[config.mk]
export PLATFORM = sky130hd
export DESIGN_NAME = spose_lane
export DESIGN_NICKNAME = d
export VERILOG_FILES = /design/src/sv/spose_pkg.sv /design/src/sv/spose_lane.sv
export SDC_FILE = /design/constraint.sdc
export NUM_CORES = 1
export LEC_CHECK = 0
export BUFFER_PORTS_ARGS = -buffer_cell sky130_fd_sc_hd__buf_2
export CAP_MARGIN = 10
export CORE_ASPECT_RATIO = 1.25
export CORE_MARGIN = 3
export CORE_UTILIZATION = 30
export DETAILED_ROUTE_END_ITERATION = 16
export PLACE_DENSITY = 0.54
export SLEW_MARGIN = 10
export SYNTH_ARGS = -nofsm -noshare
export SYNTH_HDL_FRONTEND = slang
export SYNTH_SLANG_ARGS = --single-unit
[constraint.sdc]
create_clock -name clock -period 19 [get_ports clock]
set_clock_uncertainty 0.1 [all_clocks]
set_input_delay 2.85 -clock clock [delete_from_list [all_inputs] [get_ports clock]]
set_output_delay 2.85 -clock clock [all_outputs]
set_load 0.01 [all_outputs]
[src/sv/spose_pkg.sv]
// Shared types, constants and codes for the servo pose interpolator.
package spose_pkg;

   // Channel and field sizes.
   localparam int MAX_CH       = 8;
   localparam int CHANNELS_DEF = 8;
   localparam int ANGLE_W      = 8;
   localparam int PULSE_W      = 12;
   localparam int DUR_W        = 16;
   localparam int TIME_W       = 32;
   localparam int POSE_W       = 4;
   localparam int ID_W         = 5;
   localparam int CSR_INDEX_W  = 4;

   // Pose id that means no pose is held.
   localparam logic [ID_W-1:0] NO_ID = 5'd31;

   // Move fraction is in units of 1/1024.
   localparam int               FRAC_BITS = 10;
   localparam logic [FRAC_BITS:0] FRAC_ONE = 11'd1024;

   // Division by 180 as a multiplication by a scaled reciprocal.
   localparam int               RECIP_SHIFT = 28;
   localparam logic [20:0]      RECIP_180   = 21'd1491309;
   localparam logic [PULSE_W-1:0] PULSE_MAX = 12'd4095;

   // Reset values.
   localparam logic [PULSE_W-1:0] PULSE_MIN_RESET = 12'd480;
   localparam logic [PULSE_W-1:0] PULSE_MAX_RESET = 12'd95;
   localparam logic [DUR_W-1:0]   DUR_RESET       = 16'd1000;

   // Register indexes of the configuration port.
   localparam logic [CSR_INDEX_W-1:0] REG_PULSE_AT_MIN = 4'd0;
   localparam logic [CSR_INDEX_W-1:0] REG_PULSE_AT_MAX = 4'd1;

   // Event codes.
   typedef enum logic [1:0] {
      OP_SET    = 2'd0,
      OP_TICK   = 2'd1,
      OP_CANCEL = 2'd2,
      OP_NONE   = 2'd3
   } op_type;

   // Sequencer states.
   typedef enum logic [3:0] {
      ST_IDLE,
      ST_DECIDE,
      ST_FRAC,
      ST_DIVIDE,
      ST_MIX1,
      ST_MIX2,
      ST_MAP1,
      ST_MAP2,
      ST_MAP3,
      ST_EMIT
   } state_type;

   typedef struct packed {
      logic [1:0]         op;
      logic [TIME_W-1:0]  now_ms;
      logic [POSE_W-1:0]  pose_id;
      logic [DUR_W-1:0]   duration_ms;
      logic [ANGLE_W-1:0] angle0;
      logic [ANGLE_W-1:0] angle1;
      logic [ANGLE_W-1:0] angle2;
      logic [ANGLE_W-1:0] angle3;
      logic [ANGLE_W-1:0] angle4;
      logic [ANGLE_W-1:0] angle5;
      logic [ANGLE_W-1:0] angle6;
      logic [ANGLE_W-1:0] angle7;
   } req_type;

   typedef struct packed {
      logic [PULSE_W-1:0] pulse0;
      logic [PULSE_W-1:0] pulse1;
      logic [PULSE_W-1:0] pulse2;
      logic [PULSE_W-1:0] pulse3;
      logic [PULSE_W-1:0] pulse4;
      logic [PULSE_W-1:0] pulse5;
      logic [PULSE_W-1:0] pulse6;
      logic [PULSE_W-1:0] pulse7;
      logic               last_of_run;
   } rsp_type;

   // Per-cycle commands from the sequencer to every channel lane.
   typedef struct packed {
      logic load_held_req;
      logic load_held_goal;
      logic load_goal_req;
      logic mix_mult;
      logic mix_add;
      logic mix_rebase;
      logic map_src_mix;
      logic map1;
      logic map2;
      logic map3;
   } lane_ctrl_type;

endpackage

[src/sv/spose_lane.sv]
// One servo channel: held and goal angle, interpolation and pulse mapping.
module spose_lane (
   input  logic                               clock,
   input  logic                               reset,
   input  spose_pkg::lane_ctrl_type           ctrl,
   input  logic [spose_pkg::ANGLE_W-1:0]      req_angle,
   input  logic [spose_pkg::FRAC_BITS:0]      frac,
   input  logic [spose_pkg::PULSE_W-1:0]      pulse_lo,
   input  logic [spose_pkg::PULSE_W-1:0]      pulse_hi,
   output logic                               diff,
   output logic [spose_pkg::PULSE_W-1:0]      pulse
);
   import spose_pkg::*;

   logic [ANGLE_W-1:0]  held_ff, held_in;
   logic [ANGLE_W-1:0]  goal_ff, goal_in;
   logic [ANGLE_W-1:0]  mix_ff, mix_in;
   logic signed [21:0]  mix_prod_ff, mix_prod_in;
   logic                map_neg_ff, map_neg_in;
   logic [19:0]         map_mag_ff, map_mag_in;
   logic [12:0]         map_q_ff, map_q_in;
   logic [PULSE_W-1:0]  pulse_ff, pulse_in;

   logic signed [9:0]   span;
   logic signed [21:0]  adj;
   logic signed [21:0]  step;
   logic [21:0]         mixed;
   logic [ANGLE_W-1:0]  src;
   logic signed [12:0]  range_s;
   logic signed [21:0]  prod1;
   logic [40:0]         prod2;
   logic signed [14:0]  qs;
   logic signed [14:0]  sum;

   assign diff = held_ff != req_angle;

   always_comb begin
      // Interpolation: a + (b - a) * f / 1024, truncated toward zero.
      span  = $signed({2'b0, goal_ff}) - $signed({2'b0, held_ff});
      mix_prod_in = mix_prod_ff;
      if (ctrl.mix_mult) begin
         mix_prod_in = 22'(span * $signed({1'b0, frac}));
      end
      adj   = mix_prod_ff[21] ? mix_prod_ff + 22'sd1023 : mix_prod_ff;
      step  = adj >>> FRAC_BITS;
      mixed = 22'({14'b0, held_ff}) + 22'(step);
      mix_in = mix_ff;
      if (ctrl.mix_add && !ctrl.mix_rebase) begin
         mix_in = mixed[ANGLE_W-1:0];
      end

      // Held and goal angle updates.
      held_in = held_ff;
      goal_in = goal_ff;
      if (ctrl.load_held_req) begin
         held_in = req_angle;
      end else if (ctrl.load_held_goal) begin
         held_in = goal_ff;
      end else if (ctrl.mix_add && ctrl.mix_rebase) begin
         held_in = mixed[ANGLE_W-1:0];
      end
      if (ctrl.load_goal_req) begin
         goal_in = req_angle;
      end

      // Pulse map, first product: (hi - lo) * angle as sign and magnitude.
      src     = ctrl.map_src_mix ? mix_ff : held_ff;
      range_s = $signed({1'b0, pulse_hi}) - $signed({1'b0, pulse_lo});
      prod1   = 22'(range_s * $signed({1'b0, src}));
      map_neg_in = map_neg_ff;
      map_mag_in = map_mag_ff;
      if (ctrl.map1) begin
         map_neg_in = prod1[21];
         map_mag_in = prod1[21] ? 20'(-prod1) : prod1[19:0];
      end

      // Second product: magnitude / 180 by the scaled reciprocal.
      prod2    = 41'(map_mag_ff) * 41'(RECIP_180);
      map_q_in = map_q_ff;
      if (ctrl.map2) begin
         map_q_in = prod2[RECIP_SHIFT+12:RECIP_SHIFT];
      end

      // Apply the sign, add the base count and saturate.
      qs  = map_neg_ff ? -$signed({2'b0, map_q_ff}) : $signed({2'b0, map_q_ff});
      sum = $signed({3'b0, pulse_lo}) + qs;
      pulse_in = pulse_ff;
      if (ctrl.map3) begin
         if (sum < 0) begin
            pulse_in = '0;
         end else if (sum > $signed({3'b0, PULSE_MAX})) begin
            pulse_in = PULSE_MAX;
         end else begin
            pulse_in = sum[PULSE_W-1:0];
         end
      end
   end

   always_ff @(posedge clock) begin
      if (reset) begin
         held_ff <= '0;
         goal_ff <= '0;
      end else begin
         held_ff <= held_in;
         goal_ff <= goal_in;
      end
      mix_ff      <= mix_in;
      mix_prod_ff <= mix_prod_in;
      map_neg_ff  <= map_neg_in;
      map_mag_ff  <= map_mag_in;
      map_q_ff    <= map_q_in;
      pulse_ff    <= pulse_in;
   end

   assign pulse = pulse_ff;

endmodule

# Yosys cells after proc, flatten, opt, wreduce, memory -nomap -nowiden
# Index checks and enable logic that the tools add are counted.
[totals] regBits=91 inputBits=55 out_inout_bits=13 wordCells=33
[classes] n_addsub=7 multipliers=3 order_cmp=2 n_eq_ne=1 muxes=8 reduce_logical=4
[op_table] cell="20-bit by 21-bit multiplier with 41-bit output, second input constant" n=1
[op_table] cell="8-bit 2-to-1 mux" n=4
[op_table] cell="13-bit by 9-bit multiplier with 22-bit output" n=1
[op_table] cell="9-bit by 12-bit multiplier with 21-bit output" n=1
[op_table] cell="20-bit 2-to-1 mux" n=1
[op_table] cell="20-bit negation" n=1
[op_table] cell="18-bit by 11-bit adder with 18-bit output, second input constant" n=1
[op_table] cell="18-bit 2-to-1 mux" n=1
[op_table] cell="13-bit by 15-bit adder with 15-bit output" n=1
[op_table] cell="15-bit by 13-bit greater-than comparator with 1-bit output, second input constant" n=1
[op_table] cell="15-bit by 1-bit < comparator with 1-bit output, second input constant" n=1
[op_table] cell="15-bit 2-to-1 mux" n=1
[op_table] cell="13-bit negation with 15-bit output" n=1
[op_table] cell="12-bit by 12-bit subtractor with 13-bit output" n=1
[op_table] cell="12-bit 2-to-1 mux" n=1
[op_table] cell="8-bit by 8-bit subtractor with 9-bit output" n=1
[op_table] cell="8-bit adder" n=1
[op_table] cell="8-bit != test" n=1
[op_table] cell="3-bit nonzero test" n=1
[op_table] cell="1-bit logical AND" n=2
[op_table] cell="1-bit zero test" n=1

# Longest topological paths before layout
# Gate-level depths: netlist (run 1).
[depth] depth_word=6 mapped_depth=32 ltp_nobuf=30

# Least setup slack after synthesis (run 1)
# OpenSTA, ideal clock, no wires.
[synth_timing] path_type="input to register" from="in pulse_hi[0] (netlist bit)" to="reg map_mag_ff[19], data pin" setup_ns=0.268 arrival_ns=9.316 required_time_ns=18.632 setup_slack_ns=9.316 cell_stages=29 cell_sequence="inv_1 -> ha_1 -> fa_1 -> nor2b_1 -> o21ai_0 -> a21boi_0 -> o21ai_0 -> a21boi_0 -> o21a_1 -> o211ai_1 -> and3_1 -> o21ai_0 -> fa_1 -> inv_1 -> fa_1 -> fa_1 -> inv_1 -> fa_1 -> inv_1 -> ha_1 -> and3_4 -> a221oi_2 -> o21ai_1 -> nor3_2 -> o31ai_1 -> a21oi_1 -> xnor2_1 -> o41ai_2 -> xnor3_1"
[synth_via] elab_chain_cells=4
[synth_rtl] item="start: declaration" line="spose_lane.sv:9" source="input logic [spose_pkg::PULSE_W-1:0] pulse_hi,"
[synth_rtl] item="12-bit by 12-bit subtractor with 13-bit output (*)" line="spose_lane.sv:68" source="range_s = $signed({1'b0, pulse_hi}) - $signed({1'b0, pulse_lo});"
[synth_rtl] item="13-bit by 9-bit multiplier with 22-bit output (*)" line="spose_lane.sv:69" source="prod1 = 22'(range_s * $signed({1'b0, src}));"
[synth_rtl] item="20-bit negation" line="spose_lane.sv:74" source="map_mag_in = prod1[21] ? 20'(-prod1) : prod1[19:0];"
[synth_rtl] item="20-bit 2-to-1 mux (*)" line="spose_lane.sv:74"
[synth_rtl] item="end signal: assignment" line="spose_lane.sv:110" source="map_mag_ff <= map_mag_in;"
[synth_rtl] item="end: declaration" line="spose_lane.sv:20" source="logic [19:0] map_mag_ff, map_mag_in;"
# Every way passes the cells marked *; elsewhere a longest branch is shown, timed or not.
# A chain may end at the register's enable or synchronous reset.

# Worst setup path after layout (run 1)
[layout_timing] from="in pulse_lo[1] (netlist bit)" to="reg map_mag_ff[19], data pin"
[layout_via] elab_chain_cells=4
[layout_rtl] item="start: declaration" line="spose_lane.sv:8" source="input logic [spose_pkg::PULSE_W-1:0] pulse_lo,"
[layout_rtl] item="12-bit by 12-bit subtractor with 13-bit output (*)" line="spose_lane.sv:68"
[layout_rtl] item="13-bit by 9-bit multiplier with 22-bit output (*)" line="spose_lane.sv:69"
[layout_rtl] item="20-bit negation" line="spose_lane.sv:74"
[layout_rtl] item="20-bit 2-to-1 mux (*)" line="spose_lane.sv:74"
# Marked as above.

==> results of run 1 <==
[synthesized netlist by cell type, types with 24 or more instances]
cell,number,area share (%)
fa_1,271,29
xnor2_1,77,3.5
nand2b_1,26,0.85
xor2_1,40,1.8
o21a_1,24,0.95
and2_1,40,1.3
clkbuf_1,32,0.63
nand2_1,119,2.3
a21o_1,40,1.6
edfxtp_1,73,12
a21oi_1,65,1.7
nor2_1,111,2.2
o21ai_0,41,1.1
inv_1,440,8.7
ha_1,328,22
[path summary, 6_finish.rpt]
check / startpoint / end / cells after the start
worst min-delay path: goal_ff[4]$_SDFFE_PP0P_ / goal_ff[4]$_SDFFE_PP0P_ / 2
worst min register to register: goal_ff[4]$_SDFFE_PP0P_ / goal_ff[4]$_SDFFE_PP0P_ / 2
worst max-delay path: pulse_lo[1] / map_mag_ff[19]$_DFFE_PP_ / 30
worst max register to register: held_ff[1]$_SDFFE_PP0P_ / mix_prod_ff[16]$_DFFE_PP_ / 28
[kinds of logic after synthesis]
group,count (synthesis)
adders and majority gates,600
buffers and inverters,480
and+or+nand+nor,405
AOI/OAI and AO/OA,263
xor gates and xnor gates,119
DFF,89
muxes,27
[area by class of cell]
class                   count  area [sq um]  area share [%]
flip-flops and latches     89          2510            12.2
repair buffers             75           395            1.92
well taps                 832          1040            5.05
diodes                      1          2.50          0.0122
multi-input cells        1414         14700            71.3
clock buffers              10           239            1.16
inverters                 441          1660            8.04
clock inverters             6          60.1           0.292
[per-stage QoR]
stage	util (%)	setup slack, ns	hold slack, ns
3_5_place_dp	32.5	8.16	0.471
3_3_place_gp	32.5	8.28	0.471
5_1_grt	33.0	8.02	0.515
2_1_floorplan	-	9.32	0.383
4_1_cts	33.0	8.51	0.484
6_report	33.0	8.48	0.470
[sequential cells by signal (all words and copies together) (netlist names)]
register and cells:
held_ff 8, pulse 12, mix_ff 8, map_neg_ff 1, map_q_ff 13, map_mag_ff 20, goal_ff 8, mix_prod_ff 19
[per-layer routing]
metal | part of all wire (%) | up-vias
met5 | 0.074 | -
met4 | 2.5 | 6
met3 | 2.7 | 69
met2 | 55 | 197
met1 | 40 | 6716
li1 | - | 6503
[worst register-to-register path: cells and delay by family, from the launching register on]
family / cells / cell delay, ns
adder cells (fa/ha/maj): 7 / 3.23
AO/OA/AOI/OAI: 10 / 1.87
XOR/XNOR: 2 / 1.00
AND/OR/NAND/NOR: 4 / 0.54
flip-flops: 1 / 0.46
buffers and inverters: 5 / 0.41
==> out/qor.csv, run 1 <==
metric,value,unit
hold_viol_final,0,
viasPerCell,4.70,
grtUsageMet1,16.6,%
ant_nets,0,
outcome,"finished, final reports clean",
relSlewSlack,28.4,%
boundaryPins,68,
async_flop_share,0,%
grt-ovfl-total,0,
synth_nets,2637,
r2r_slack,11.16,ns
tritoncts,built,
synth-main-ff-cell,edfxtp_1,
stdcell_area,0.0206,sq mm
netlist_area,0.0190,sq mm
grt_max_degree,22,
place_area,0.0203,sq mm
fin_crit,10.52,ns
worstPathArrival,10.54,ns
postCtsHoldBufs,0,
worst_slew_pin_slew,1.07,ns
fin_crit_sh,55.4,%
crit_slowest_cell,o41ai_4,
dr_total_vias,13491,
totalWireLength,47100,um
numCtsBuffers,9,
yosysSeqAreaShare,13.2,%
nets,2684,
cp_slowest_stage_delay,0.62,ns
ctsResizeCount,0,
holdCritPathClass,flop to flop,
grt_util_met3,2.05,%
netlist_instances,1983,
clkTransAtPathRegs,0.08,ns
cts_sinks,89,
drt_first_pass_iters,5,
die_y,288,um
synthDistinctLibCells,80,
syn_area_per_cell,9.60,sq um
clockBufferDepth,2,
critical_path_class,primary input to flop,
rsz0062_at_grt,no,
dpl.hpwl,41400,um
yosys.area_share.simple,10.3,%
port_buffers,67,
crit_path_start_kind,primary input,
place_inst,2851,
gr-usage-met2,28.6,%
setup_viol,0,
grt_pass1_vias,14744,
start_util,30.5,%
path_delay_family,compound AO/OA/AOI/OAI gates,
grt.total_usage,14.8,%
crit_path_end_kind,flop,
synth_top_family_by_area,adder cells,
drc_errors,0,
synth_edf_count,73,
slew_viol_final,0,
drt_iter0_markers,586,
synth_fa_ha_area_share,50.1,%
area_growth_syn_to_layout,8.23,%
final_common_cell,inv_1,
dieArea,0.0665,sq mm
nFillCells,6453,
wl_per_cell,16.4,um
max_clock_freq,0.0950,GHz
synth_seq_cells,89,
die_w,231,um
post_cts_buffers,0,
drive_gt1_share,6.19,%
antenna_found_initial,5,
synth_xor_area_share,5.59,%
rows,102,
synth_compound_area_share,9.70,%
stdcell_count,2868,
core,0.0624,sq mm
cts_htree_levels,3,
final_cell_mix,"inv_1, ha_1, fa_1",
setup-tns-final,0,ns
grt_pass1_wl,77000,um
yosys_warnings,0,
gp_congestion,0.870,
maxCapViolCount,0,
busiest_layer,met2,
cp_max_fo,19,
clk_latency,0.39,ns
cts_root_buf,clkbuf_16,
path_buf_inv,6,
synth_mux_area_share,1.47,%
cp.required,19.02,ns
Power of run 1 is not shown: default switching activity piles up to over one toggle a cycle in this logic, so the estimate is an artifact.
==> inputs of run 2 (changes only) <==
Settings changed: PLACE_DENSITY 0.54 to 0.55.
Clock period 19 ns to 9.2 ns, I/O delays scaled along.
==> run 2 against run 1 <==
Compared with the run above:
- cell area up 0.39%
- hold slack worse by 0.00066 ns
- via count increased by 0.20%
- core utilization up 0.13 points
==> out/qor.csv, run 2 (same netlist as run 1, synthesis figures left out) <==
metric,value,unit
setup_viol,0,
timing.hold.ws,0.469,ns
critical_path_class,primary input to flop,
wl_per_cell,16.4,um
setup-tns-final,0,ns
crit_path_start_kind,primary input,
grt_max_degree,22,
antenna_found_initial,4,
fin_crit,8.61,ns
top_register,map_mag_ff,
drt_first_pass_iters,5,
worst_slew_pin_slew,1.06,ns
cp.required,9.22,ns
stdcell_count,2876,
cts_root_buf,clkbuf_16,
worstPathArrival,8.64,ns
holdCritPathClass,flop to flop,
place_inst,2856,
gp_congestion,0.876,
core,0.0624,sq mm
largest_reg_flops,20,
final_cell_mix,"inv_1, ha_1, fa_1",
clockBufferDepth,2,
start_util,30.5,%
drt_iter0_markers,518,
max_clock_freq,0.116,GHz
die_w,231,um
grt_pass1_wl,76300,um
dpl.hpwl,40900,um
die_y,288,um
relSlewSlack,29.0,%
hold_viol_final,0,
boundaryPins,68,
crit_slowest_cell,fa_1,
port_buffers,67,
totalWireLength,47000,um
top_regs,"map_mag_ff: 20 flops, mix_prod_ff: 19 flops, map_q_ff: 13 flops",
rsz0062_at_grt,no,
cts_sinks,89,
nets,2690,
grt-ovfl-total,0,
hold_depth,2,
area_growth_syn_to_layout,8.66,%
crit_path_end_kind,flop,
drive_gt1_share,6.57,%
drc_errors,0,
rows,102,
clk_latency,0.39,ns
grt_pass1_vias,14716,
numCtsBuffers,9,
dr_total_vias,13518,
cp_max_fo,19,
fin_crit_sh,93.6,%
r2r_cells,28,
final_common_cell,inv_1,
clkTransAtPathRegs,0.07,ns
slew_viol_final,0,
dieArea,0.0665,sq mm
cp_slowest_stage_delay,0.53,ns
cts_htree_levels,3,
grt.total_usage,14.6,%
tritoncts,built,
ant_nets,0,
outcome,"finished, final reports clean",
maxCapViolCount,0,
viasPerCell,4.70,
[run 2: cell count changes in the layout (fill, tap and decap cells not counted), sizes merged]
cell    previous run  this run
clkinv             3         2
diode              1         3
clkbuf            10        11
buf               75        81
[run 2: final timing paths]
| path | startpoint | slack (ns) | end |
|---|---|---|---|
| worst min register to register | goal_ff[4]$_SDFFE_PP0P_ | 0.47 | goal_ff[4]$_SDFFE_PP0P_ |
| worst max register to register | held_ff[1]$_SDFFE_PP0P_ | 1.43 | mix_prod_ff[16]$_DFFE_PP_ |
| worst min-delay path | goal_ff[4]$_SDFFE_PP0P_ | 0.47 | goal_ff[4]$_SDFFE_PP0P_ |
| worst max-delay path | pulse_lo[1] | 0.59 | map_mag_ff[19]$_DFFE_PP_ |
[run 2: per-stage QoR]
step           area, sq um  util (%)  worst slack, ns
3_5_place_dp         20300      32.6           0.0715
2_1_floorplan        19000         -            0.986
4_1_cts              20600      33.1            0.457
6_report             20700      33.1            0.588
3_3_place_gp         20300      32.6            0.212
5_1_grt              20700      33.1           0.0803
[run 2: worst max-delay path: cells and delay by family]
family                     cells  cell delay [ns]
muxes                          1             0.40
and+or+nand+nor                3             0.51
xor gates and xnor gates       2             0.50
adders and majority gates      6             2.61
AOI/OAI and AO/OA             12             2.67
buffers and inverters          6             0.53
[run 2: area by class of cell]
cell class | count | area [sq um]
antenna | 3 | 7.51
clock buffer | 11 | 264
clock inverter | 5 | 53.8
fill | 6436 | 41700
inverter | 441 | 1660
multi-input combinational | 1414 | 14700
sequential | 89 | 2510
tap | 832 | 1040
timing repair buffer | 81 | 440
[run 2: what timing repair did]
action / in CTS / in global routing
gates resized for setup: 0 / 6
hold buffers: 0 / 0
endpoints found under the setup margin: 0 / 17
setup buffers: 0 / 1
[run 2: routing by layer]
metal | vias to the layer above | part of all wire (%) | GRT usage (%)
met5 | - | 0 | 0
met4 | 0 | 2.4 | 4.45
met1 | 6777 | 40 | 16.5
li1 | 6497 | - | -
met3 | 54 | 2.6 | 1.86
met2 | 190 | 55 | 28.4
Power of run 2 is left out for the same reason.
==> inputs of run 3 (changes only) <==
Settings changed: CORE_UTILIZATION 30 to 35, PLACE_DENSITY 0.55 to 0.61.
==> run 3 against run 2 <==
Compared with the run above:
- sequential share of layout area is 0.11 points higher
- critical path type unchanged
- cell area decreased by 0.87%
- hold slack worse by 0.0025 ns
- register-to-register slack worse by 0.13 ns
- setup slack lost 0.030 ns
==> out/qor.csv, run 3 (same netlist as run 1, synthesis figures left out) <==
metric,value,unit
gr-usage-met2,32.2,%
boundaryPins,68,
hold_viol_final,0,
die_w,215,um
grt.total_usage,16.3,%
cts_htree_levels,3,
r2r_slack,1.30,ns
viasPerCell,4.88,
max_clock_freq,0.116,GHz
crit_path_start_kind,primary input,
wl_per_cell,16.1,um
crit_path_end_kind,flop,
critical_path_class,primary input to flop,
cts_sinks,89,
grt_max_degree,22,
gp_congestion,0.918,
start_util,35.8,%
drc_errors,0,
port_buffers,67,
setup-tns-final,0,ns
outcome,"finished, final reports clean",
die_y,267,um
largest_reg_flops,20,
worstPathArrival,8.66,ns
r2r_end,mix_prod_ff[16]$_DFFE_PP_,
dr_total_vias,13472,
cts_root_buf,clkbuf_16,
holdCritPathClass,flop to flop,
crit_end,map_mag_ff[19]$_DFFE_PP_,
clk_latency,0.39,ns
grt_pass1_vias,14712,
relSlewSlack,25.8,%
grt_util_met3,1.87,%
cp_common_cell,fa_1,
setup_viol,0,
nets,2689,
place_inst,2743,
hold_depth,2,
cp_max_fo,19,
numCtsBuffers,9,
cp_slowest_stage_delay,0.54,ns
totalWireLength,44500,um
drive_gt1_share,6.42,%
maxCapViolCount,0,
grt_pass1_wl,74500,um
grt-ovfl-total,0,
timing.hold.ws,0.467,ns
core,0.0532,sq mm
cp.required,9.22,ns
nFillCells,5381,
dieArea,0.0572,sq mm
final_common_cell,inv_1,
r2r-start,held_ff[1]$_SDFFE_PP0P_,
r2r_cells,28,
fin_crit,8.64,ns
ant_nets,0,
dpl.hpwl,38900,um
startpoint,pulse_hi[0],
crit_slowest_cell,fa_1,
top_regs,"map_mag_ff: 20 flops, mix_prod_ff: 19 flops, map_q_ff: 13 flops",
drt_iter0_markers,576,
stdcell_count,2761,
clockBufferDepth,2,
area_growth_syn_to_layout,7.72,%
fin_crit_sh,93.9,%
worst_slew_pin_slew,1.11,ns
top_register,map_mag_ff,
rows,94,
antenna_found_initial,2,
slew_viol_final,0,
final_cell_mix,"inv_1, ha_1, fa_1",
tritoncts,built,
drt_first_pass_iters,5,
busiest_layer,met2,
clkTransAtPathRegs,0.07,ns
grtUsageMet1,18.0,%
==> run 3: timing repair <==
action                                  4_1_cts  5_1_grt
endpoints found under the setup margin        0       17
setup buffers                                 0        1
hold buffers                                  0        0
resized for setup                             0        4
==> run 3: area by class of cell <==
class                      count  area, sq um  share of cell area [%]
inverter                     441         1660                    8.08
sequential                    89         2510                    12.3
tap                          720          901                    4.40
clock inverter                 5         42.5                   0.208
multi-input combinational   1414        14700                    71.7
antenna                        1         2.50                  0.0122
timing repair buffer          80          433                    2.11
clock buffer                  11          254                    1.24
==> run 3: stage by stage <==
| stage | area, sq um | setup slack [ns] | utilization [%] |
|---|---|---|---|
| finish | 20500 | 0.557 | 38.6 |
| CTS | 20500 | 0.298 | 38.5 |
| global route | 20500 | -0.00133 | 38.5 |
| global placement | 20200 | 0.267 | 38.0 |
| detailed placement | 20200 | -0.0566 | 38.0 |
| floorplan | 19000 | 0.986 | - |
==> run 3: metal layers <==
layer  wire length, um  part of all wire, %  up-vias
li1                  -                    -     6500
met1             17500                   39     6733
met2             24700                   55      164
met3               952                  2.1       71
met4              1390                  3.1        4
met5                27                0.061        -
==> run 3: worst min-delay path by stage <==
| stage | startpoint | to | slack (ns) |
|---|---|---|---|
| 6_report | goal_ff[0]$_SDFFE_PP0P_ | goal_ff[0]$_SDFFE_PP0P_ | 0.47 |
| 5_1_grt | goal_ff[5]$_SDFFE_PP0P_ | goal_ff[5]$_SDFFE_PP0P_ | 0.50 |
| 4_1_cts | goal_ff[6]$_SDFFE_PP0P_ | goal_ff[6]$_SDFFE_PP0P_ | 0.47 |
| 3_5_place_dp | goal_ff[6]$_SDFFE_PP0P_ | goal_ff[6]$_SDFFE_PP0P_ | 0.45 |
| 3_3_place_gp | goal_ff[0]$_SDFFE_PP0P_ | goal_ff[0]$_SDFFE_PP0P_ | 0.46 |
| 2_1_floorplan | goal_ff[0]$_SDFFE_PP0P_ | goal_ff[0]$_SDFFE_PP0P_ | 0.38 |
==> run 3: critical path, delay by kind of cell <==
family                     cells  cell delay [ns]
buffers and inverters          6             0.57
and+or+nand+nor                5             0.79
xor gates and xnor gates       3             0.83
AOI/OAI and AO/OA             10             1.98
adders and majority gates      7             3.11
Power of run 3 is left out for the same reason.
