--- config.mk ---
export PLATFORM = sky130hd
export DESIGN_NAME = spose_div
export DESIGN_NICKNAME = d
export VERILOG_FILES = /design/src/sv/spose_pkg.sv /design/src/sv/spose_div.sv
export SDC_FILE = /design/constraint.sdc
export NUM_CORES = 1
export LEC_CHECK = 0
export BUFFER_PORTS_ARGS = -buffer_cell sky130_fd_sc_hd__buf_2
export CAP_MARGIN = 20
export CORE_ASPECT_RATIO = 1.2
export CORE_UTILIZATION = 41
export DETAILED_ROUTE_END_ITERATION = 8
export GPL_TIMING_DRIVEN = 1
export PLACE_DENSITY = 0.62
export SYNTH_ARGS = -nofsm -noshare
export SYNTH_HDL_FRONTEND = slang
export SYNTH_SLANG_ARGS = --single-unit
export TNS_END_PERCENT = 1
--- constraint.sdc ---
create_clock -name clock -period 2.5 [get_ports clock]
set_input_delay 0.5 -clock clock [delete_from_list [all_inputs] [get_ports clock]]
set_output_delay 0.5 -clock clock [all_outputs]
set_load 0.01 [all_outputs]
--- src/sv/spose_pkg.sv ---
// Shared types, constants and codes for the servo pose interpolator.
package spose_pkg;

   // Channel and field sizes.
   localparam int MAX_CH       = 8;
   localparam int CHANNELS_DEF = 8;
   localparam int ANGLE_W      = 8;
   localparam int PULSE_W      = 12;
   localparam int DUR_W        = 16;
   localparam int TIME_W       = 32;
   localparam int POSE_W       = 4;
   localparam int ID_W         = 5;
   localparam int CSR_INDEX_W  = 4;

   // Pose id that means no pose is held.
   localparam logic [ID_W-1:0] NO_ID = 5'd31;

   // Move fraction is in units of 1/1024.
   localparam int               FRAC_BITS = 10;
   localparam logic [FRAC_BITS:0] FRAC_ONE = 11'd1024;

   // Division by 180 as a multiplication by a scaled reciprocal.
   localparam int               RECIP_SHIFT = 28;
   localparam logic [20:0]      RECIP_180   = 21'd1491309;
   localparam logic [PULSE_W-1:0] PULSE_MAX = 12'd4095;

   // Reset values.
   localparam logic [PULSE_W-1:0] PULSE_MIN_RESET = 12'd480;
   localparam logic [PULSE_W-1:0] PULSE_MAX_RESET = 12'd95;
   localparam logic [DUR_W-1:0]   DUR_RESET       = 16'd1000;

   // Register indexes of the configuration port.
   localparam logic [CSR_INDEX_W-1:0] REG_PULSE_AT_MIN = 4'd0;
   localparam logic [CSR_INDEX_W-1:0] REG_PULSE_AT_MAX = 4'd1;

   // Event codes.
   typedef enum logic [1:0] {
      OP_SET    = 2'd0,
      OP_TICK   = 2'd1,
      OP_CANCEL = 2'd2,
      OP_NONE   = 2'd3
   } op_type;

   // Sequencer states.
   typedef enum logic [3:0] {
      ST_IDLE,
      ST_DECIDE,
      ST_FRAC,
      ST_DIVIDE,
      ST_MIX1,
      ST_MIX2,
      ST_MAP1,
      ST_MAP2,
      ST_MAP3,
      ST_EMIT
   } state_type;

   typedef struct packed {
      logic [1:0]         op;
      logic [TIME_W-1:0]  now_ms;
      logic [POSE_W-1:0]  pose_id;
      logic [DUR_W-1:0]   duration_ms;
      logic [ANGLE_W-1:0] angle0;
      logic [ANGLE_W-1:0] angle1;
      logic [ANGLE_W-1:0] angle2;
      logic [ANGLE_W-1:0] angle3;
      logic [ANGLE_W-1:0] angle4;
      logic [ANGLE_W-1:0] angle5;
      logic [ANGLE_W-1:0] angle6;
      logic [ANGLE_W-1:0] angle7;
   } req_type;

   typedef struct packed {
      logic [PULSE_W-1:0] pulse0;
      logic [PULSE_W-1:0] pulse1;
      logic [PULSE_W-1:0] pulse2;
      logic [PULSE_W-1:0] pulse3;
      logic [PULSE_W-1:0] pulse4;
      logic [PULSE_W-1:0] pulse5;
      logic [PULSE_W-1:0] pulse6;
      logic [PULSE_W-1:0] pulse7;
      logic               last_of_run;
   } rsp_type;

   // Per-cycle commands from the sequencer to every channel lane.
   typedef struct packed {
      logic load_held_req;
      logic load_held_goal;
      logic load_goal_req;
      logic mix_mult;
      logic mix_add;
      logic mix_rebase;
      logic map_src_mix;
      logic map1;
      logic map2;
      logic map3;
   } lane_ctrl_type;

endpackage

--- src/sv/spose_div.sv ---
// Restoring divider that gives the move fraction elapsed*1024/duration.
module spose_div (
   input  logic                                     clock,
   input  logic                                     reset,
   input  logic                                     start,
   input  logic [spose_pkg::DUR_W-1:0]              num,
   input  logic [spose_pkg::DUR_W-1:0]              den,
   output logic                                     done,
   output logic [spose_pkg::FRAC_BITS-1:0]          quo
);
   import spose_pkg::*;

   logic                 busy_ff, busy_in;
   logic                 done_ff, done_in;
   logic [3:0]           cnt_ff, cnt_in;
   logic [DUR_W-1:0]     rem_ff, rem_in;
   logic [FRAC_BITS-1:0] quo_ff, quo_in;
   logic [DUR_W:0]       shifted;
   logic                 fits;

   // One quotient bit per cycle; the numerator is below the denominator.
   always_comb begin
      shifted = {rem_ff, 1'b0};
      fits    = shifted >= {1'b0, den};
      busy_in = busy_ff;
      done_in = 1'b0;
      cnt_in  = cnt_ff;
      rem_in  = rem_ff;
      quo_in  = quo_ff;
      if (start) begin
         busy_in = 1'b1;
         cnt_in  = '0;
         rem_in  = num;
         quo_in  = '0;
      end else if (busy_ff) begin
         rem_in = fits ? DUR_W'(shifted - {1'b0, den}) : shifted[DUR_W-1:0];
         quo_in = {quo_ff[FRAC_BITS-2:0], fits};
         cnt_in = cnt_ff + 4'd1;
         if (cnt_ff == 4'(FRAC_BITS - 1)) begin
            busy_in = 1'b0;
            done_in = 1'b1;
         end
      end
   end

   always_ff @(posedge clock) begin
      if (reset) begin
         busy_ff <= 1'b0;
         done_ff <= 1'b0;
         cnt_ff  <= '0;
      end else begin
         busy_ff <= busy_in;
         done_ff <= done_in;
         cnt_ff  <= cnt_in;
      end
      rem_ff <= rem_in;
      quo_ff <= quo_in;
   end

   assign done = done_ff;
   assign quo  = quo_ff;

endmodule

# --- After elaboration in Yosys (flattened, before gate mapping) ---
# Cells that the tools add are included.
classes:
  n_addsub: 2
  magnitude_cmp: 1
  eq_ne: 1
  n_mux: 7
  bitwise: 1
  reduce_logical: 3
ops:
  columns: ["op", "n"]
  rows:
  - ["2-to-1 mux 16 bit", 3]
  - ["greater-or-equal comparator 17 x 16 -> 1 bit", 1]
  - ["subtractor 16 bit", 1]
  - ["adder 4 x 1 -> 4 bit, second input constant", 1]
  - ["== test 4 bit, second input constant", 1]
  - ["2-to-1 mux 1 bit", 4]
  - ["OR reduction 3 bit", 1]
  - ["nonzero test 2 bit", 1]
  - ["OR reduction 2 bit", 1]
  - ["NOT 1 bit", 1]
word_totals:
  ff_bits: 32
  inputBits: 35

# --- Depth between registers and ports, before layout ---
# Gate-level depths: netlist (run 1).
logic_depth:
  ltp_word: 4
  mapped_depth: 10
  mapped_depth_nobuf: 8

# --- Worst setup path after synthesis (run 1) ---
# OpenSTA, ideal clock, no wires.
synth_path:
  path_type: "input -> register"
  start: "input port den[14] (netlist bit)"
  end: "register rem_ff[9] (data pin)"
  setup_ns: 0.282
  arrival_ns: 2.103
  setup_slack_ns: 0.115
  path_stages: 9
  path_buffers: 1
  path_cell_list: "inv_1 > ha_1 > a21o_1 > a211o_1 > a21oi_2 > a31oi_4 > buf_6 > o211ai_1 > o311ai_0"
synth_via:
  elab_chain_cells: 4
synth_rtl:
  columns: ["element", "line_no", "rtl"]
  rows:
  - ["start, declared", "spose_div.sv:7", "input logic [spose_pkg::DUR_W-1:0] den,"]
  - ["greater-or-equal comparator 17 x 16 -> 1 bit", "spose_div.sv:24", "fits = shifted >= {1'b0, den};"]
  - ["2-to-1 mux 16 bit", "spose_div.sv:36", "rem_in = fits ? DUR_W'(shifted - {1'b0, den}) : shifted[DUR_W-1:0];"]
  - ["2-to-1 mux 16 bit", "spose_div.sv:35", "end else if (busy_ff) begin"]
  - ["2-to-1 mux 16 bit", "spose_div.sv:30", "if (start) begin"]
  - ["via rem_in[9]", "spose_div.sv:16", "logic [DUR_W-1:0] rem_ff, rem_in;"]
  - ["end signal, assigned", "spose_div.sv:56", "rem_ff <= rem_in;"]
  - ["end, declared", "spose_div.sv:16", null]
# The timed path passes the listed nets, and every way through them passes these cells. The select of a mux whose other input is x is not followed.
# A chain may end at the register's enable or synchronous reset.

# --- Worst setup path after layout (run 1) ---
layout_path:
  start: "register rem_ff[13]"
  end: "register rem_ff[1] (data pin)"
layout_via:
  elab_chain_cells: 4
layout_rtl:
  columns: ["element", "line_no"]
  rows:
  - ["greater-or-equal comparator 17 x 16 -> 1 bit", "spose_div.sv:24"]
  - ["2-to-1 mux 16 bit", "spose_div.sv:36"]
  - ["2-to-1 mux 16 bit", "spose_div.sv:35"]
  - ["2-to-1 mux 16 bit", "spose_div.sv:30"]
  - ["via rem_in[1]", "spose_div.sv:16"]
# The timed path passes the listed nets, and every way through them passes these cells. The select of a mux whose other input is x is not followed.

==> results of run 1 <==
[critical path: stages, from the launching register on]
cell and delay, ns:
edfxtp_1 0.41, ha_1 0.31, a21o_1 0.20, a211o_1 0.33, a21oi_2 0.21, a31oi_4 0.24
buf_4 0.23, a311oi_2 0.26
[power groups by stage]
| stage | logic [mW] | registers [mW] | clock network (mW) |
|---|---|---|---|
| after global routing | 1.53 | 0.744 | 0.519 |
| after detailed placement | 1.38 | 0.743 | 0 |
| after CTS | 1.39 | 0.733 | 0.501 |
| final | 1.38 | 0.732 | 0.487 |
| after global placement | 1.36 | 0.742 | 0 |
| after floorplan | 0.957 | 0.726 | 0 |
[logic make-up after synthesis]
| group | synth area share [%] |
|---|---|
| XOR/XNOR | 4.88 |
| adder cells (fa/ha/maj) | 10.5 |
| AO/OA/AOI/OAI | 20.7 |
| multiplexers | 6.43 |
| flip-flops | 34.3 |
| buffers and inverters | 5.74 |
| AND/OR/NAND/NOR | 17.4 |
[state kept, by name (all words and copies together) (netlist names)]
name / flops
cnt_ff: 4
busy_ff: 1
rem_ff: 16
quo: 10
done: 1
[path summary, 6_finish.rpt]
check,end,depth (start not counted),slack [ns]
worst min-delay path,busy_ff$_SDFF_PP0_,2,0.44
worst max register to register,rem_ff[1]$_DFFE_PP_,7,0.14
worst max-delay path,rem_ff[1]$_DFFE_PP_,7,0.14
worst min register to register,quo[9]$_SDFFE_PP0P_,2,0.50
[final cells by class]
type,instances,area (µm²),area share [%]
Clock inverter,2,15.0,0.514
Timing Repair Buffer,75,450,15.4
Sequential cell,32,801,27.4
Inverter,23,86.3,2.95
Tap cell,62,77.6,2.65
Clock buffer,6,93.8,3.21
Multi-Input combinational cell,196,1400,47.9
[per-stage QoR]
step / utilization [%] / total power, mW / std cells / area [µm²]
2_1_floorplan: - / 1.68 / 261 / 2330
3_3_place_gp: 52.4 / 2.11 / 388 / 2810
3_5_place_dp: 52.4 / 2.12 / 388 / 2810
4_1_cts: 54.4 / 2.62 / 396 / 2920
5_1_grt: 54.4 / 2.79 / 396 / 2920
6_report: 54.4 / 2.60 / 396 / 2920
[routing by layer]
metal | routed length [µm] | up-vias | share of wire, %
li1 | - | 1082 | -
met3 | 230 | 9 | 4.3
met1 | 2390 | 949 | 45
met4 | 95 | 0 | 1.8
met5 | 0 | - | 0
met2 | 2650 | 47 | 49
[placed cells by master (no fill, tap or decap), types with 5 or more instances in the layout]
cell type / n
ha_1: 18
dfxtp_1: 16
a21o_1: 6
a31oi_1: 7
nor3_1: 6
nor2_1: 29
edfxtp_1: 16
buf_2: 45
xnor2_1: 9
mux2i_1: 15
o21ai_0: 10
clkbuf_8: 5
nand2_1: 21
o211ai_1: 5
buf_4: 30
a21oi_1: 15
inv_1: 23
==> results by group, run 1 <==
Status
  • Status: complete, no violations

Placement
  • Pre-CTS setup slack: -0.0422 ns
  • Routability Congestion: 0.842
  • PortBufs: between 40 and 50
  • Detailed placement HPWL: 3960 µm

Yosys
  • Mapped Area: between 2000 and 2500 µm²
  • Post-synth top cells: nor2_1 (29), inv_1 (23), nand2_1 (21), ha_1 (18)
  • Synth area leader: edfxtp_1
  • Syn_nets: about 320
  • Synth cell types: between 50 and 60
  • Post-synth EDFFs: 16
  • Count leader, synth: nor2_1
  • Syn Area/Cell: ~9 µm²
  • Cells after Synth: 261
  • Top cells by area, synth: edfxtp_1 (21%), dfxtp_1 (14%), ha_1 (9.7%)
  • Async set-reset flop share out of synthesis: 0%
  • Synth Warn #: 0
  • Share of the synthesized area in the top cell type: about 21%
  • Seq/Total Area, Yosys: 34.3%
  • Synth Register Bits: 32
  • Ys flop type: edfxtp_1

Clocking
  • Max H-tree Level: 2
  • Clk slew on worst S/H paths: 0.08 ns
  • Hold Buf Count CTS: 0
  • Clock Latency Late Sink: 0.29 ns
  • # clock sinks: 32
  • CTS tree: done
  • Setup Buffers After CTS: 0
  • Clock Tree Root: clkbuf_8
  • Gates resized, CTS repair: 0
  • CTS Buf Count: 5
  • Largest buffer count on any clock path: 2

Power and ir drop
  • Seq pwr share: 28.1%
  • Int Power: about 1.6 mW
  • Power density over cell area: around 890 nW/µm²
  • Sw Pwr: between 0.9 and 1 mW
  • Part of the power in the clock network: 18.7%
  • Sw Share: between 30% and 40%
  • Comb pwr share: between 50% and 60%
  • LEAKAGE: about 1.4 nW
  • Max VDD drop: about 420 µV

STA
  • Final Worst Setup Slack: between 0.1 and 0.15 ns
  • Worst Tran Pin Value: 0.565 ns
  • Slew Limit Fails: 0
  • RSZ-0062 raised after global routing: false
  • Post-route clock period utilization: between 90 and 100%
  • Final hold violations: 0
  • Final setup TNS: 0 ns
  • Min Hold Slack: about 0.44 ns
  • Worst clock skew: just over 0.007 ns
  • Endpoints failing setup: 0
  • Fmax: about 420 MHz
  • Max-slew headroom: between 60% and 70%
  • Tmin final: approximately 2.4 ns

Worst setup path
  • Reg2reg start: rem_ff[13]$_DFFE_PP_
  • Endpoint class of the critical path: register
  • Worst Setup SP: rem_ff[13]$_DFFE_PP_
  • Nature of the critical path startpoint: register
  • Required @ worst endpoint: approximately 2.6 ns
  • WP data arrival: between 2 and 2.5 ns
  • WS Path Type: register to register
  • Crit path max fanout: 11

Drt
  • Via density: approximately 5.3
  • Via count: approximately 2100
  • First DRT Iteration DRCs: between 60 and 70
  • Antenna-violating nets left: 0
  • Final wirelength: around 5400 µm
  • DRC errors left: 0
  • First drt pass iteration count: 6
  • Avg WL per Cell: roughly 14 µm

Floorplan
  • Die area: about 6000 µm²
  • DIE HEIGHT: about 85 µm
  • Core box area: around 5400 µm²
  • Initial Util: approximately 43%
  • Row Count: 29
  • Die width: 70.9 µm
  • I/O Pins: 46

Global route
  • Total GRT Usage: 19.0%
  • GR peak layer: met2
  • Global-route wire length before repair: between 8000 and 9000 µm
  • Met1 Use GR: 22.0%
  • Vias in the first global route: a little over 2000
  • Total gr overflow: 0
  • Largest net degree at the start of global routing: 23
  • GR Util met2: 33.2%
  • Antenna violations before repair: 0
  • M3 GR Usage: roughly 3.5%

Layout
  • Diodes inserted: 0
  • Fillers: around 530
  • Final Net Count: slightly below 400
  • Layout cell share with drive strength beyond 1: 28.1%
  • Synth-to-layout area growth: 25.3%

Job
  • Maxcap violations: 0

Hold path
  • Hold Path Origin: reset
  • Hold Path Class: input pin to register
No activity file was read; power rests on OpenSTA's default activity.
==> run 2: changes to the inputs <==
Settings changed: PLACE_DENSITY 0.62 to unset.
==> run 2 against run 1 <==
Net effect:
- first-iteration DRC count increased by 39%
- critical endpoint unchanged
- cell count decreased by 1.3%
- maximum frequency increased by 0.53%
- utilization decreased by 0.82 points
- sequential cell count unchanged
- hold slack improved by 0.012 ns
- via count decreased by 0.43%
- routed wire length decreased by 0.78%
- final area decreased by 1.5%
- register-to-register slack about the same
==> results by group, run 2 (synthesis gave the netlist of run 1 again) <==
Status
  • Status: complete, no violations

Worst setup path
  • Crit path max fanout: 11 (unchanged)
  • WS Path Type: register to register
  • Reg2Reg Depth: 7 (unchanged)
  • CP max-delay cell: edfxtp_1
  • Nature of the critical path startpoint: register
  • Critical-path cell list: ha_1, a21o_1, a211o_1, a21oi_2, a31oi_4, buf_4, a311oi_2
  • Delay-heaviest family, CP: compound AO/OA/AOI/OAI gates
  • Largest stage delay on the critical path: 0.40 ns (about the same)
  • WP data arrival: 2.46 ns (about the same)
  • CP bufs+invs: 1 (unchanged)
  • Endpoint class of the critical path: register
  • Required @ worst endpoint: 2.62 ns (about the same)
  • WP depth: 7 (unchanged)

STA
  • Tmin final: 2.34 ns (-0.0124 ns)
  • Fmax: 426 MHz (+0.53%)
  • Endpoints failing setup: 0 (unchanged)
  • Post-route clock period utilization: 93.8% (-0.50 points)
  • Max-slew headroom: 64.0% (+1.7 points)
  • Worst Tran Pin Value: 0.540 ns (-0.0256 ns)
  • Slew Limit Fails: 0 (unchanged)
  • Final setup TNS: 0 ns (unchanged)
  • Final hold violations: 0 (unchanged)
  • Worst clock skew: 0.00710 ns (+0.0000479 ns)
  • RSZ-0062 raised after global routing: false

Drt
  • Avg WL per Cell: 13.6 µm (+0.49%)
  • Antenna-violating nets left: 0 (unchanged)
  • First DRT Iteration DRCs: 85 (+39%)
  • First drt pass iteration count: 6 (unchanged)
  • Final wirelength: 5320 µm (-0.78%)
  • Via density: 5.31 (+0.84%)
  • Via count: 2078 (-0.43%)
  • DRC errors left: 0 (unchanged)

Power and ir drop
  • Total power: 2.56 mW (-1.7%)
  • Max VDD drop: 403 µV (-3.3%)
  • LEAKAGE: 1.35 nW (-2.1%)
  • Power density over cell area: 888 nW/µm² (-0.22%)

Layout
  • Most common cell after layout, fill and taps aside: buf_2
  • Largest Register: rem_ff
  • Most frequent cells in the layout: buf_2 (45), nor2_1 (28), buf_4 (25)
  • Synth-to-layout area growth: 23.4%
  • Max reg flops: 16 (unchanged)
  • Final core utilization: 53.6% (-0.82 points)
  • Layout cell share with drive strength beyond 1: 27.1% (-1.1 points)
  • Diodes inserted: 0 (unchanged)
  • Final Non-Filler Cells: 391 (-1.3%)
  • Fillers: 541 (+2.7%)
  • Final Net Count: 382 (-1.3%)

Placement
  • DP Cell Count: 382 (-1.5%)
  • PortBufs: 45 (unchanged)
  • Routability Congestion: 0.810 (-3.8%)
  • Detailed placement HPWL: 4030 µm (+1.8%)

Global route
  • Global-route wire length before repair: 8930 µm (-0.16%)
  • Largest net degree at the start of global routing: 22 (-4.3%)
  • Total GRT Usage: 19.0% (-0.029 points)
  • Antenna violations before repair: 0 (unchanged)
  • Total gr overflow: 0 (unchanged)
  • Vias in the first global route: 2032 (-1.9%)

Clocking
  • Largest buffer count on any clock path: 2 (unchanged)
  • CTS tree: done
  • CTS Buf Count: 5 (unchanged)
  • Max H-tree Level: 2 (unchanged)
  • # clock sinks: 32 (unchanged)
  • Clock Latency Late Sink: 0.29 ns (about the same)
  • Clk slew on worst S/H paths: 0.07 ns (about the same)
  • Clock Tree Root: clkbuf_8
  • Hold Buf Count CTS: 0 (unchanged)

Floorplan
  • Die area: 6000 µm² (unchanged)
  • I/O Pins: 46 (unchanged)
  • DIE HEIGHT: 84.6 µm (unchanged)
  • Die width: 70.9 µm (unchanged)
  • Core box area: 5370 µm² (unchanged)
  • Row Count: 29 (unchanged)
  • Initial Util: 43.5% (unchanged)

Hold path
  • WHS Path Cells: 2 (unchanged)
  • Hold Path Class: input pin to register

Job
  • Maxcap violations: 0 (unchanged)
## run 2: cell count changes in the layout (fill, tap and decap cells not counted), sizes merged
cell	before	now
inv	25	23
clkbuf	6	8
buf	75	70
## run 2: area by class of cell
class                      count  area (µm²)  share of cell area [%]
multi-input combinational    196        1400                    48.7
sequential                    32         801                    27.8
timing repair buffer          70         413                    14.3
clock buffer                   8         100                    3.48
inverter                      23        86.3                    3.00
tap                           62        77.6                    2.69
## run 2: worst paths after layout
kind	startpoint	endpoint	slack [ns]
max	rem_ff[13]$_DFFE_PP_	rem_ff[1]$_DFFE_PP_	0.16
min	reset	busy_ff$_SDFF_PP0_	0.45
max reg2reg	rem_ff[13]$_DFFE_PP_	rem_ff[1]$_DFFE_PP_	0.16
min reg2reg	quo[9]$_SDFFE_PP0P_	quo[9]$_SDFFE_PP0P_	0.49
## run 2: repair_timing
action	4_1_cts	5_1_grt
resized for setup	0	1
buffers inserted	0	1
setup endpoints to repair	0	5
## run 2: worst register-to-register path: cells and delay by family, from the launching register on
family | cells | cell delay (ns)
flip-flops | 1 | 0.40
buffers and inverters | 1 | 0.22
AO/OA/AOI/OAI | 5 | 1.24
adder cells (fa/ha/maj) | 1 | 0.31
## run 2: per-layer routing
metal,share of wire (%),wire [µm],GRT usage [%],vias to the layer above
met2,50,2670,34.0,53
met3,4.4,236,2.76,9
li1,-,-,-,1066
met4,1.6,86,7.64,0
met1,44,2320,22.6,950
met5,0,0,0,-
## run 2: power breakdown
part | internal [mW] | switching (mW) | total (mW)
registers | 0.677 | 0.0553 | 0.733
logic | 0.669 | 0.701 | 1.37
clock network | 0.251 | 0.203 | 0.454
total | 1.60 | 0.959 | 2.56
## run 2: metrics by stage
step	worst slack (ns)	hold slack [ns]	cell area [µm²]
global placement	-0.0325	0.478	2770
global route	0.0203	0.456	2880
floorplan	0.115	0.484	2330
detailed placement	-0.0792	0.481	2770
CTS	0.0944	0.450	2870
finish	0.155	0.454	2880
==> run 3: changes to the inputs <==
Settings changed: CTS_BUF_LIST set to sky130_fd_sc_hd__clkbuf_16.
==> run 3 against run 2 <==
Net effect:
- count of clock-buffer cells in the layout is 3 lower
- routed wire length up 0.56%
- largest power group unchanged
- final area up 1.2%
- clock skew fell by 0.0028 ns
- register-to-register slack got worse by 0.03 ns
==> results by group, run 3 (synthesis gave the netlist of run 1 again) <==
Status
  • Status: complete, no violations

Floorplan
  • DIE HEIGHT: 84.6 µm (unchanged)
  • Die width: 70.9 µm (unchanged)
  • Initial Util: 43.5% (unchanged)
  • Row Count: 29 (unchanged)
  • Die area: 6000 µm² (unchanged)
  • Core box area: 5370 µm² (unchanged)
  • I/O Pins: 46 (unchanged)

Layout
  • Layout cell share with drive strength beyond 1: 26.7% (-0.30 points)
  • Max reg flops: 16 (unchanged)
  • Most frequent cells in the layout: buf_2 (45), nor2_1 (29), buf_4 (25)
  • Final Net Count: 382 (unchanged)
  • Diodes inserted: 0 (unchanged)
  • Largest Register: rem_ff
  • Synth-to-layout area growth: 24.8%
  • Final Non-Filler Cells: 391 (unchanged)
  • Most common cell after layout, fill and taps aside: buf_2

Worst setup path
  • Critical-path cell list: ha_1, a21o_1, a211o_1, a21oi_2, a31oi_4, buf_4, a311oi_2
  • WP depth: 7 (unchanged)
  • WP data arrival: 2.47 ns (about the same)
  • Endpoint class of the critical path: register
  • Crit path max fanout: 11 (unchanged)
  • Largest stage delay on the critical path: 0.39 ns (about the same)
  • CP max-delay cell: edfxtp_1
  • Reg2Reg Depth: 7 (unchanged)
  • CP bufs+invs: 1 (unchanged)
  • Delay-heaviest family, CP: compound AO/OA/AOI/OAI gates
  • WS Path Type: register to register
  • Required @ worst endpoint: 2.59 ns (-0.03 ns)
  • Nature of the critical path startpoint: register

STA
  • Tmin final: 2.38 ns (+0.0308 ns)
  • Slew Limit Fails: 0 (unchanged)
  • Fmax: 421 MHz (-1.3%)
  • RSZ-0062 raised after global routing: false
  • Post-route clock period utilization: 95.0% (+1.2 points)
  • Worst Tran Pin Value: 0.529 ns (-0.0113 ns)
  • Worst clock skew: 0.00427 ns (-0.00283 ns)
  • Final hold violations: 0 (unchanged)
  • Min Hold Slack: 0.466 ns (+0.0125 ns)
  • Max-slew headroom: 64.7% (+0.75 points)
  • Endpoints failing setup: 0 (unchanged)

Placement
  • PortBufs: 45 (unchanged)
  • DP Cell Count: 382 (unchanged)
  • Routability Congestion: 0.810 (unchanged)
  • Detailed placement HPWL: 4030 µm (unchanged)

Hold path
  • Hold Path Class: input pin to register
  • WHS Path Cells: 2 (unchanged)

Global route
  • Total GRT Usage: 19.1% (+0.13 points)
  • Global-route wire length before repair: 8990 µm (+0.69%)
  • Vias in the first global route: 2031 (-0.049%)
  • Largest net degree at the start of global routing: 22 (unchanged)
  • Total gr overflow: 0 (unchanged)
  • Antenna violations before repair: 0 (unchanged)

Power and ir drop
  • Sw Share: 36.6% (-0.95 points)
  • Int Power: 1.71 mW (+6.8%)
  • Sw Pwr: 0.983 mW (+2.6%)
  • Part of the power in the clock network: 21.7% (+3.9 points)
  • Power density over cell area: 923 nW/µm² (+4.0%)
  • LEAKAGE: 1.38 nW (+1.8%)
  • Max VDD drop: 437 µV (+8.4%)
  • Comb pwr share: 51.0% (-2.6 points)
  • Seq pwr share: 27.3% (-1.4 points)

Clocking
  • CTS tree: done
  • Setup Buffers After CTS: 0 (unchanged)
  • Clock Tree Root: clkbuf_16
  • # clock sinks: 32 (unchanged)
  • Max H-tree Level: 2 (unchanged)
  • Clk slew on worst S/H paths: 0.05 ns (-0.02 ns)
  • Hold Buf Count CTS: 0 (unchanged)
  • Gates resized, CTS repair: 0 (unchanged)
  • Largest buffer count on any clock path: 2 (unchanged)
  • CTS Buf Count: 5 (unchanged)
  • Clock Latency Late Sink: 0.28 ns (about the same)

Job
  • Maxcap violations: 0 (unchanged)

Drt
  • Via count: 2076 (-0.096%)
  • Via density: 5.31 (about the same)
  • First drt pass iteration count: 6 (unchanged)
  • DRC errors left: 0 (unchanged)
  • Final wirelength: 5350 µm (+0.56%)
  • Antenna-violating nets left: 0 (unchanged)
  • First DRT Iteration DRCs: 94 (+11%)
  • Avg WL per Cell: 13.7 µm (+0.56%)
## run 3: changes by cell type in the layout (fill, tap and decap cells not counted), sizes merged
cell | before | now
clkbuf | 8 | 5
inv | 23 | 26
## run 3: cell type report
cell class	instances	area (µm²)
Tap cell	62	77.6
Timing Repair Buffer	70	413
Multi-Input combinational cell	196	1400
Inverter	23	86.3
Sequential cell	32	801
Clock inverter	3	11.3
Clock buffer	5	125
Fill cell	536	2460
## run 3: metrics by stage
stage / util (%) / TNS (ns) / area, µm² / setup WS (ns) / power [mW]
after floorplan: - / 0 / 2330 / 0.115 / 1.68
after global placement: 51.6 / -0.124 / 2770 / -0.0325 / 2.09
after detailed placement: 51.6 / -0.428 / 2770 / -0.0792 / 2.10
after CTS: 54.1 / 0 / 2910 / 0.0956 / 2.70
after global routing: 54.2 / 0 / 2910 / 0.00194 / 2.88
final: 54.2 / 0 / 2910 / 0.124 / 2.69
## run 3: per-layer routing
metal	part of all wire, %	global-route usage (%)	wire (µm)	up-vias
met4	1.3	6.00	70	0
met1	43	22.7	2300	954
li1	-	-	-	1069
met5	0	0	0	-
met2	51	34.4	2720	47
met3	4.8	3.84	255	6
## run 3: path summary, 6_finish.rpt
| check | start | to | slack, ns |
|---|---|---|---|
| hold / removal | reset | busy_ff$_SDFF_PP0_ | 0.47 |
| setup / recovery | rem_ff[13]$_DFFE_PP_ | rem_ff[1]$_DFFE_PP_ | 0.12 |
| hold reg to reg | quo[9]$_SDFFE_PP0P_ | quo[9]$_SDFFE_PP0P_ | 0.49 |
| setup reg to reg | rem_ff[13]$_DFFE_PP_ | rem_ff[1]$_DFFE_PP_ | 0.12 |
## run 3: power by group through the flow
stage          logic [mW]  registers [mW]  clock network [mW]
6_report             1.37           0.734               0.584
3_3_place_gp         1.34           0.746                   0
3_5_place_dp         1.35           0.744                   0
5_1_grt              1.51           0.746               0.625
4_1_cts              1.36           0.734               0.599
2_1_floorplan       0.957           0.726                   0
